[config.mk]
export PLATFORM = sky130hd
export DESIGN_NAME = anchor_range_average_filter
export DESIGN_NICKNAME = d
export VERILOG_FILES = /design/src/rtl/araf_pkg.sv /design/src/rtl/anchor_range_average_filter.sv
export SDC_FILE = /design/constraint.sdc
export NUM_CORES = 1
export LEC_CHECK = 0
export ABC_AREA = 1
export BUFFER_PORTS_ARGS = -buffer_cell sky130_fd_sc_hd__buf_2
export CORE_MARGIN = 2
export CORE_UTILIZATION = 40
export CTS_CLUSTER_DIAMETER = 120
export DETAILED_ROUTE_END_ITERATION = 12
export PLACE_DENSITY = 0.62
export SYNTH_ARGS = -nofsm -noshare
export SYNTH_HDL_FRONTEND = slang
export SYNTH_SLANG_ARGS = --single-unit
[constraint.sdc]
create_clock -name clk -period 9.61 [get_ports clk]
set_clock_uncertainty 0.1 [all_clocks]
set_input_delay 0.961 -clock clk [delete_from_list [all_inputs] [get_ports clk]]
set_output_delay 0.961 -clock clk [all_outputs]
set_load 0.02 [all_outputs]
[src/rtl/araf_pkg.sv]
// Shared types and constants for the anchor range average filter.
// Depends on nothing; imported by the top level.
package araf_pkg;

	// Field and accumulator widths
	localparam int unsigned MM_W   = 18;
	localparam int unsigned SUM_W  = 26;
	localparam int unsigned CNT_W  = 8;
	localparam int unsigned IN_W   = 24;
	localparam int unsigned OUT_W  = 24;

	// Unit conversion and limits
	localparam int unsigned MM_PER_M  = 1000;
	localparam int unsigned MM_PER_CM = 10;
	localparam logic [CNT_W-1:0] COUNT_MAX     = 8'd255;
	localparam logic [CNT_W-1:0] REFRESH_RESET = 8'd10;

	// One quotient bit per divider step
	localparam int unsigned DIV_STEPS = SUM_W;

	typedef enum logic [3:0] {
		ST_IDLE,
		ST_ACCUM,
		ST_CHECK,
		ST_LOAD,
		ST_DIV_MEAN,
		ST_PUSH,
		ST_SUM_RD,
		ST_SUM_ADD,
		ST_DIV_AVG,
		ST_OUT
	} state_t;

endpackage

[src/rtl/anchor_range_average_filter.sv]
// Anchor range average filter: per-anchor block average then moving average.
// Depends on araf_pkg (state type, widths and constants).
//
// Each accepted report adds meters*1000 + centimeters*10 mm to its anchor's
// accumulator. A report that triggers no refresh round keeps s_axis_tready low
// after its transfer through the accumulate and threshold check states; reports
// for an anchor index >= ANCHORS are dropped with no wait. When any anchor's
// count has reached the threshold, a round emits one result per anchor.
// All division runs through one restoring divider that yields one quotient bit
// per cycle, so an anchor with reports passes through load, mean division,
// window push, a read and an add per window slot, average division and result,
// an anchor without reports through load and result, each plus any stall on
// m_axis_tready. No item is accepted during a round.
module anchor_range_average_filter #(
	parameter int unsigned ANCHORS = 4,
	parameter int unsigned WINDOW  = 5
) (
	input  logic                       clk,
	input  logic                       arst_n,
	// tdata: anchor_id[3:0], range_meters[11:4], range_centimeters[19:12]
	input  logic [araf_pkg::IN_W-1:0]  s_axis_tdata,
	input  logic                       s_axis_tvalid,
	output logic                       s_axis_tready,
	// tdata: out_anchor[3:0], filtered_mm[21:4]
	output logic [araf_pkg::OUT_W-1:0] m_axis_tdata,
	// tuser: had_reports[0]
	output logic                       m_axis_tuser,
	output logic                       m_axis_tlast,
	output logic                       m_axis_tvalid,
	input  logic                       m_axis_tready,
	input  logic                       cfg_wr_en,
	input  logic [araf_pkg::CNT_W-1:0] cfg_wr_data
);
	import araf_pkg::*;

	localparam int unsigned SLOTS = ANCHORS * WINDOW;
	localparam int unsigned AIW   = (ANCHORS > 1) ? $clog2(ANCHORS) : 1;
	localparam int unsigned AW    = (SLOTS > 1) ? $clog2(SLOTS) : 1;
	localparam int unsigned PW    = (WINDOW > 1) ? $clog2(WINDOW) : 1;
	localparam int unsigned SW    = $clog2(DIV_STEPS);

	state_t state_q, state_d;

	logic [CNT_W-1:0] refresh_q;
	logic [AIW-1:0]   anc_q;
	logic [MM_W-1:0]  mm_q;
	logic [SUM_W-1:0] sum_q [ANCHORS];
	logic [CNT_W-1:0] cnt_q [ANCHORS];
	logic [PW-1:0]    ptr_q [ANCHORS];
	logic [AIW-1:0]   idx_q;
	logic [AW-1:0]    base_q;
	logic [PW-1:0]    k_q;
	logic [SUM_W-1:0] total_q;
	logic             had_q;

	// Shared divider registers
	logic [SUM_W-1:0] dvd_q;
	logic [CNT_W-1:0] dsr_q;
	logic [CNT_W-1:0] rem_q;
	logic [SW-1:0]    step_q;

	// Window memory and its per-slot valid bits
	logic [MM_W-1:0]  win_mem [SLOTS];
	logic [SLOTS-1:0] win_vld_q;
	logic [MM_W-1:0]  win_rd_q;
	logic             win_rd_vld_q;

	logic             in_xfer;
	logic             out_xfer;
	logic             in_range;
	logic [MM_W-1:0]  in_mm;
	logic [SUM_W:0]   acc_sum;
	logic             fire;
	logic [CNT_W:0]   rem_sh;
	logic             q_bit;
	logic [CNT_W-1:0] rem_n;
	logic [SUM_W-1:0] dvd_n;
	logic             div_last;
	logic [AW-1:0]    wr_addr;
	logic [AW-1:0]    rd_addr;
	logic [SUM_W-1:0] slot_val;
	logic [SUM_W-1:0] total_n;
	logic             push;

	assign in_xfer  = s_axis_tvalid && s_axis_tready;
	assign out_xfer = m_axis_tvalid && m_axis_tready;
	assign in_range = {1'b0, s_axis_tdata[3:0]} < 5'(ANCHORS);
	assign in_mm    = MM_W'(s_axis_tdata[11:4]) * MM_W'(MM_PER_M)
	                + MM_W'(s_axis_tdata[19:12]) * MM_W'(MM_PER_CM);
	assign acc_sum  = {1'b0, sum_q[anc_q]} + (SUM_W+1)'(mm_q);

	// Any anchor at or above the threshold starts a round
	always_comb begin
		fire = 1'b0;
		for (int i = 0; i < ANCHORS; i++) begin
			if (cnt_q[i] >= refresh_q) begin
				fire = 1'b1;
			end
		end
	end

	// Restoring divider step
	assign rem_sh   = {rem_q, dvd_q[SUM_W-1]};
	assign q_bit    = rem_sh >= {1'b0, dsr_q};
	assign rem_n    = q_bit ? CNT_W'(rem_sh - {1'b0, dsr_q}) : rem_sh[CNT_W-1:0];
	assign dvd_n    = {dvd_q[SUM_W-2:0], q_bit};
	assign div_last = step_q == SW'(DIV_STEPS - 1);

	assign wr_addr  = base_q + AW'(ptr_q[idx_q]);
	assign rd_addr  = base_q + AW'(k_q);
	assign slot_val = win_rd_vld_q ? SUM_W'(win_rd_q) : '0;
	assign total_n  = total_q + slot_val;
	assign push     = (state_q == ST_PUSH) && (dvd_q != '0);

	// Next state and handshake outputs
	always_comb begin
		state_d       = state_q;
		s_axis_tready = 1'b0;
		m_axis_tvalid = 1'b0;
		unique case (state_q)
			ST_IDLE: begin
				s_axis_tready = 1'b1;
				if (in_xfer && in_range) begin
					state_d = ST_ACCUM;
				end
			end
			ST_ACCUM: state_d = ST_CHECK;
			ST_CHECK: state_d = fire ? ST_LOAD : ST_IDLE;
			ST_LOAD: begin
				state_d = (cnt_q[idx_q] == '0) ? ST_OUT : ST_DIV_MEAN;
			end
			ST_DIV_MEAN: begin
				if (div_last) begin
					state_d = ST_PUSH;
				end
			end
			ST_PUSH:    state_d = ST_SUM_RD;
			ST_SUM_RD:  state_d = ST_SUM_ADD;
			ST_SUM_ADD: begin
				state_d = (k_q == PW'(WINDOW - 1)) ? ST_DIV_AVG : ST_SUM_RD;
			end
			ST_DIV_AVG: begin
				if (div_last) begin
					state_d = ST_OUT;
				end
			end
			ST_OUT: begin
				m_axis_tvalid = 1'b1;
				if (m_axis_tready) begin
					state_d = (idx_q == AIW'(ANCHORS - 1)) ? ST_IDLE : ST_LOAD;
				end
			end
			default: state_d = ST_IDLE;
		endcase
	end

	always_ff @(posedge clk or negedge arst_n) begin
		if (!arst_n) begin
			state_q <= ST_IDLE;
		end else begin
			state_q <= state_d;
		end
	end

	// Threshold register
	always_ff @(posedge clk or negedge arst_n) begin
		if (!arst_n) begin
			refresh_q <= REFRESH_RESET;
		end else if (cfg_wr_en) begin
			refresh_q <= cfg_wr_data;
		end
	end

	// Capture the report and its distance in mm
	always_ff @(posedge clk) begin
		if (in_xfer) begin
			anc_q <= s_axis_tdata[AIW-1:0];
			mm_q  <= in_mm;
		end
	end

	// Accumulate reports; clear after the final result of a round
	always_ff @(posedge clk or negedge arst_n) begin
		if (!arst_n) begin
			for (int i = 0; i < ANCHORS; i++) begin
				sum_q[i] <= '0;
				cnt_q[i] <= '0;
			end
		end else if (state_q == ST_ACCUM) begin
			sum_q[anc_q] <= acc_sum[SUM_W] ? {SUM_W{1'b1}} : acc_sum[SUM_W-1:0];
			if (cnt_q[anc_q] != COUNT_MAX) begin
				cnt_q[anc_q] <= cnt_q[anc_q] + 1'b1;
			end
		end else if (out_xfer && idx_q == AIW'(ANCHORS - 1)) begin
			for (int i = 0; i < ANCHORS; i++) begin
				sum_q[i] <= '0;
				cnt_q[i] <= '0;
			end
		end
	end

	// Advance the window write pointer on a push
	always_ff @(posedge clk or negedge arst_n) begin
		if (!arst_n) begin
			for (int i = 0; i < ANCHORS; i++) begin
				ptr_q[i] <= '0;
			end
		end else if (push) begin
			ptr_q[idx_q] <= (ptr_q[idx_q] == PW'(WINDOW - 1)) ? '0 : ptr_q[idx_q] + 1'b1;
		end
	end

	// Round sequencing: anchor index, window base, slot counter, running total
	always_ff @(posedge clk) begin
		unique case (state_q)
			ST_CHECK: begin
				idx_q  <= '0;
				base_q <= '0;
			end
			ST_PUSH: begin
				k_q     <= '0;
				total_q <= '0;
			end
			ST_SUM_ADD: begin
				k_q     <= k_q + 1'b1;
				total_q <= total_n;
			end
			ST_OUT: begin
				if (m_axis_tready) begin
					idx_q  <= idx_q + 1'b1;
					base_q <= base_q + AW'(WINDOW);
				end
			end
			default: begin
			end
		endcase
	end

	// Shared divider: load, step, hold the quotient for output
	always_ff @(posedge clk) begin
		unique case (state_q)
			ST_LOAD: begin
				had_q  <= cnt_q[idx_q] != '0;
				dvd_q  <= (cnt_q[idx_q] == '0) ? '0 : sum_q[idx_q];
				dsr_q  <= cnt_q[idx_q];
				rem_q  <= '0;
				step_q <= '0;
			end
			ST_SUM_ADD: begin
				dvd_q  <= total_n;
				dsr_q  <= CNT_W'(WINDOW);
				rem_q  <= '0;
				step_q <= '0;
			end
			ST_DIV_MEAN, ST_DIV_AVG: begin
				dvd_q  <= dvd_n;
				rem_q  <= rem_n;
				step_q <= step_q + 1'b1;
			end
			default: begin
			end
		endcase
	end

	// Window memory write and registered read
	always_ff @(posedge clk) begin
		if (push) begin
			win_mem[wr_addr] <= dvd_q[MM_W-1:0];
		end
		win_rd_q <= win_mem[rd_addr];
	end

	// Slot valid bits: an unwritten slot reads as zero
	always_ff @(posedge clk or negedge arst_n) begin
		if (!arst_n) begin
			win_vld_q    <= '0;
			win_rd_vld_q <= 1'b0;
		end else begin
			if (push) begin
				win_vld_q[wr_addr] <= 1'b1;
			end
			win_rd_vld_q <= win_vld_q[rd_addr];
		end
	end

	// Result fields
	assign m_axis_tdata = {2'b00, dvd_q[MM_W-1:0], 4'(idx_q)};
	assign m_axis_tuser = had_q;
	assign m_axis_tlast = idx_q == AIW'(ANCHORS - 1);

endmodule
==> results_dict.tcl <==
set metrics [dict create \
    synthFlopType "edfxtp_1" \
    netlist_instances 3770 \
    reg2reg_slack_ns 4.86 \
    slew_headroom_pct 30.9 \
    cts_buffers 74 \
    synth-async-reset-ratio_pct 27.3 \
    rsz0062_at_grt "no" \
    final.min_clock_period_ns 5.03 \
    worst_ep_arrival_time_ns 5.31 \
    numPortBuffers 56 \
    antenna_found_initial 0 \
    antennaDiodeCount 0 \
    coreArea_mm2 0.0865 \
    syn-cell-area_mm2 0.0348 \
    rows 108 \
    max_stage_delay_ns 0.60 \
    top_layer "met4" \
    required_ns 9.89 \
    slew_violations 0 \
    insertion_delay_ns 0.65 \
    wire_per_inst_um 18.2 \
    htree_levels 3 \
    cts_buffer_depth 3 \
    layout_common_cells "nand2_1 (928), edfxtp_1 (463), nor2_1 (343)" \
    start_kind "input pin" \
    gp_congestion 0.890 \
    syn_to_final_growth_pct 11.1 \
    path_clk_slew_ns 0.05 \
    die_h_um 299 \
    rr_endpoint "sum_q[38]" \
    yosysSeqAreaShare_pct 54.0 \
    path_cells "buf_2 > fa_1 > xor2_1 > ha_1 > fa_1 > inv_1 > fa_1 > inv_1 > ha_1 > a21oi_1 > o21ai_0 > xnor2_1 > inv_1 > ha_1 > nand2_1 > inv_1 > nand4_1 > o211ai_1 > nand2_1 > nand2_1 > nand2_1 > xnor2_1" \
    cpMaxStageDelayCell "fa_1" \
    fin_setup_tns_ns 0 \
    holdBufCountCts 0 \
    stdcell_count 5010 \
    wl_met3_um 5320 \
    leakage_nw 16.5 \
    initialDrtViolationCount 2420 \
    routed_via_density 5.24 \
    dp.cells 4873 \
    internal_power_mw 7.21 \
    finalHoldViolCount 0 \
    endpoint_kind "flop" \
    ios 65 \
    period_share_pct 52.4 \
    hold_path_class "in2async" \
    synth.distinct_cells 59 \
    cap_violations 0 \
    netSwitchingFraction_pct 41.8 \
    grt_pass1_vias 25300 \
    wl_um 91400 \
    clockPowerShare_pct 22.5 \
    r2r_start "anc_q[0]" \
    route.detailed.drc 0 \
    drt_first_pass_iters 6 \
    setup_viol 0 \
    ys_ff_latch 662 \
    grt_use_total_pct 20.3 \
    wl_met2_um 43800 \
    cts_setup_buffers 0 \
    wl_met1_um 38900 \
    num-nets-final 4011 \
    dp_hpwl_um 56500 \
    fin_util_pct 44.8 \
    p_seq_share_pct 35.2 \
    p_comb_share_pct 42.3 \
    grt_pass1_wl_um 143000 \
    dieWidth_um 299 \
    final_common_cell "nand2_1" \
    die-area_mm2 0.0895 \
    cts.sinks 662 \
    grt_remaining_overflow 0 \
    cts_tree "yes" \
    crit_type "in2reg" \
    powerDensity_mw_per_mm2 320 \
    critPathMaxFanout 6 \
    outcome "finished clean" \
    postSynthAreaPerCell_um2 9.24 \
    ff2ff_path_depth 13 \
    synth-edff-count 463 \
    cts_resized 0 \
    cts-root-buf "clkbuf_16" \
    start_util_pct 40.3 \
    grt_max_degree 112 \
    antenna_left 0 \
    ir_drop_mv 0.138 \
    max_freq_ghz 0.199 \
    tightestPinTransition_ns 1.04 \
    drive_above_1_share_pct 9.26 \
    num_vias 26300 \
    yosys_warnings 0 \
    p_switching_mw 5.18 \
]
## final cells by class
| cell class | count | area [µm²] |
|---|---|---|
| Clock buffer | 99 | 2020 |
| Tap cell | 1155 | 1450 |
| Inverter | 354 | 1340 |
| Clock inverter | 38 | 392 |
| Fill cell | 8352 | 47800 |
| Timing Repair Buffer | 117 | 747 |
| Multi-Input combinational cell | 2585 | 14000 |
| Sequential cell | 662 | 18800 |
## registers in the layout, summed over array words and instances, names as in the netlist, 17 cells and up
register   flops
win_mem      360
sum_q        104
cnt_q         32
dvd_q         26
total_q       26
win_vld_q     20
win_rd_q      18
mm_q          17
## metrics by stage
stage	cell area [µm²]	hold WS [ns]	setup slack [ns]	power, mW
after floorplan	34800	0.328	4.43	8.13
after global placement	36300	0.340	3.93	9.56
after detailed placement	36300	0.345	3.90	9.63
after CTS	38700	0.359	4.57	12.4
after global routing	38700	0.372	4.35	13.3
final	38700	0.354	4.58	12.4
## power groups by stage
stage | Sequential, mW | Clock [mW] | Combinational [mW]
3_3_place_gp | 4.40 | 0 | 5.16
5_1_grt | 4.43 | 2.95 | 5.90
4_1_cts | 4.36 | 2.83 | 5.25
3_5_place_dp | 4.41 | 0 | 5.22
6_report | 4.36 | 2.79 | 5.24
2_1_floorplan | 4.36 | 0 | 3.77
## synthesized netlist by cell type, drive strengths merged, types with 4 or more instances
master  count  area, µm²
o211ai      9       67.6
inv       352       1330
dfrtp     179       4480
nor4        4       25.0
a31oi       4       25.0
or2        10       62.6
clkbuf    102        383
nand3b      9       80.1
xor2       34        298
fa         28        561
dfxtp      18        360
nor3       31        176
nand3     224       1180
a21oi     148        741
nand4      28        175
and2        4       25.0
buf        70        478
edfxtp    463      13900
nand2     956       3740
o22ai     112        727
a22oi      21        158
xnor2      14        123
o221ai     12        105
o21ai     362       1850
ha        152       1900
nor2      386       1570
a21o        5       37.5
o21bai     16        120
## worst max-delay path: cells and delay by family
family | cells | cell delay (ns)
fa+ha+maj | 6 | 2.57
compound gates | 3 | 0.49
simple gates | 5 | 0.47
xor+xnor | 3 | 0.46
buf+inv | 5 | 0.35
## worst max-delay path by stage
stage               startpoint  endpoint  slack (ns)  cells after the start
3_3_place_gp   s_axis_tdata[5]  mm_q[13]        3.93                     22
5_1_grt        s_axis_tdata[5]  mm_q[13]        4.35                     22
3_5_place_dp   s_axis_tdata[5]  mm_q[13]        3.90                     22
2_1_floorplan  s_axis_tdata[4]  mm_q[15]        4.43                     21
6_report       s_axis_tdata[4]  mm_q[13]        4.58                     22
4_1_cts        s_axis_tdata[4]  mm_q[13]        4.57                     22
## kinds of logic (layout without fill, tap and decap cells)
| kind of cell | Yosys count | after routing | share of synthesized area [%] |
|---|---|---|---|
| AND/OR/NAND/NOR | 1653 | 1653 | 20.2 |
| XOR/XNOR | 48 | 48 | 1.21 |
| other | 1 | 4 | 0.0108 |
| multiplexers | 1 | 1 | 0.0323 |
| AO/OA/AOI/OAI | 699 | 699 | 11.2 |
| buffers and inverters | 526 | 608 | 6.31 |
| adder cells (fa/ha/maj) | 180 | 180 | 7.07 |
| flip-flops | 662 | 662 | 54.0 |
## layer usage
metal | track usage (%) | vias up
li1 | - | 12800
met4 | 8.02 | 0
met3 | 3.22 | 211
met5 | 0 | -
met1 | 26.5 | 12500
met2 | 34.0 | 764
Note: power is estimated with default switching activity, not from simulation.
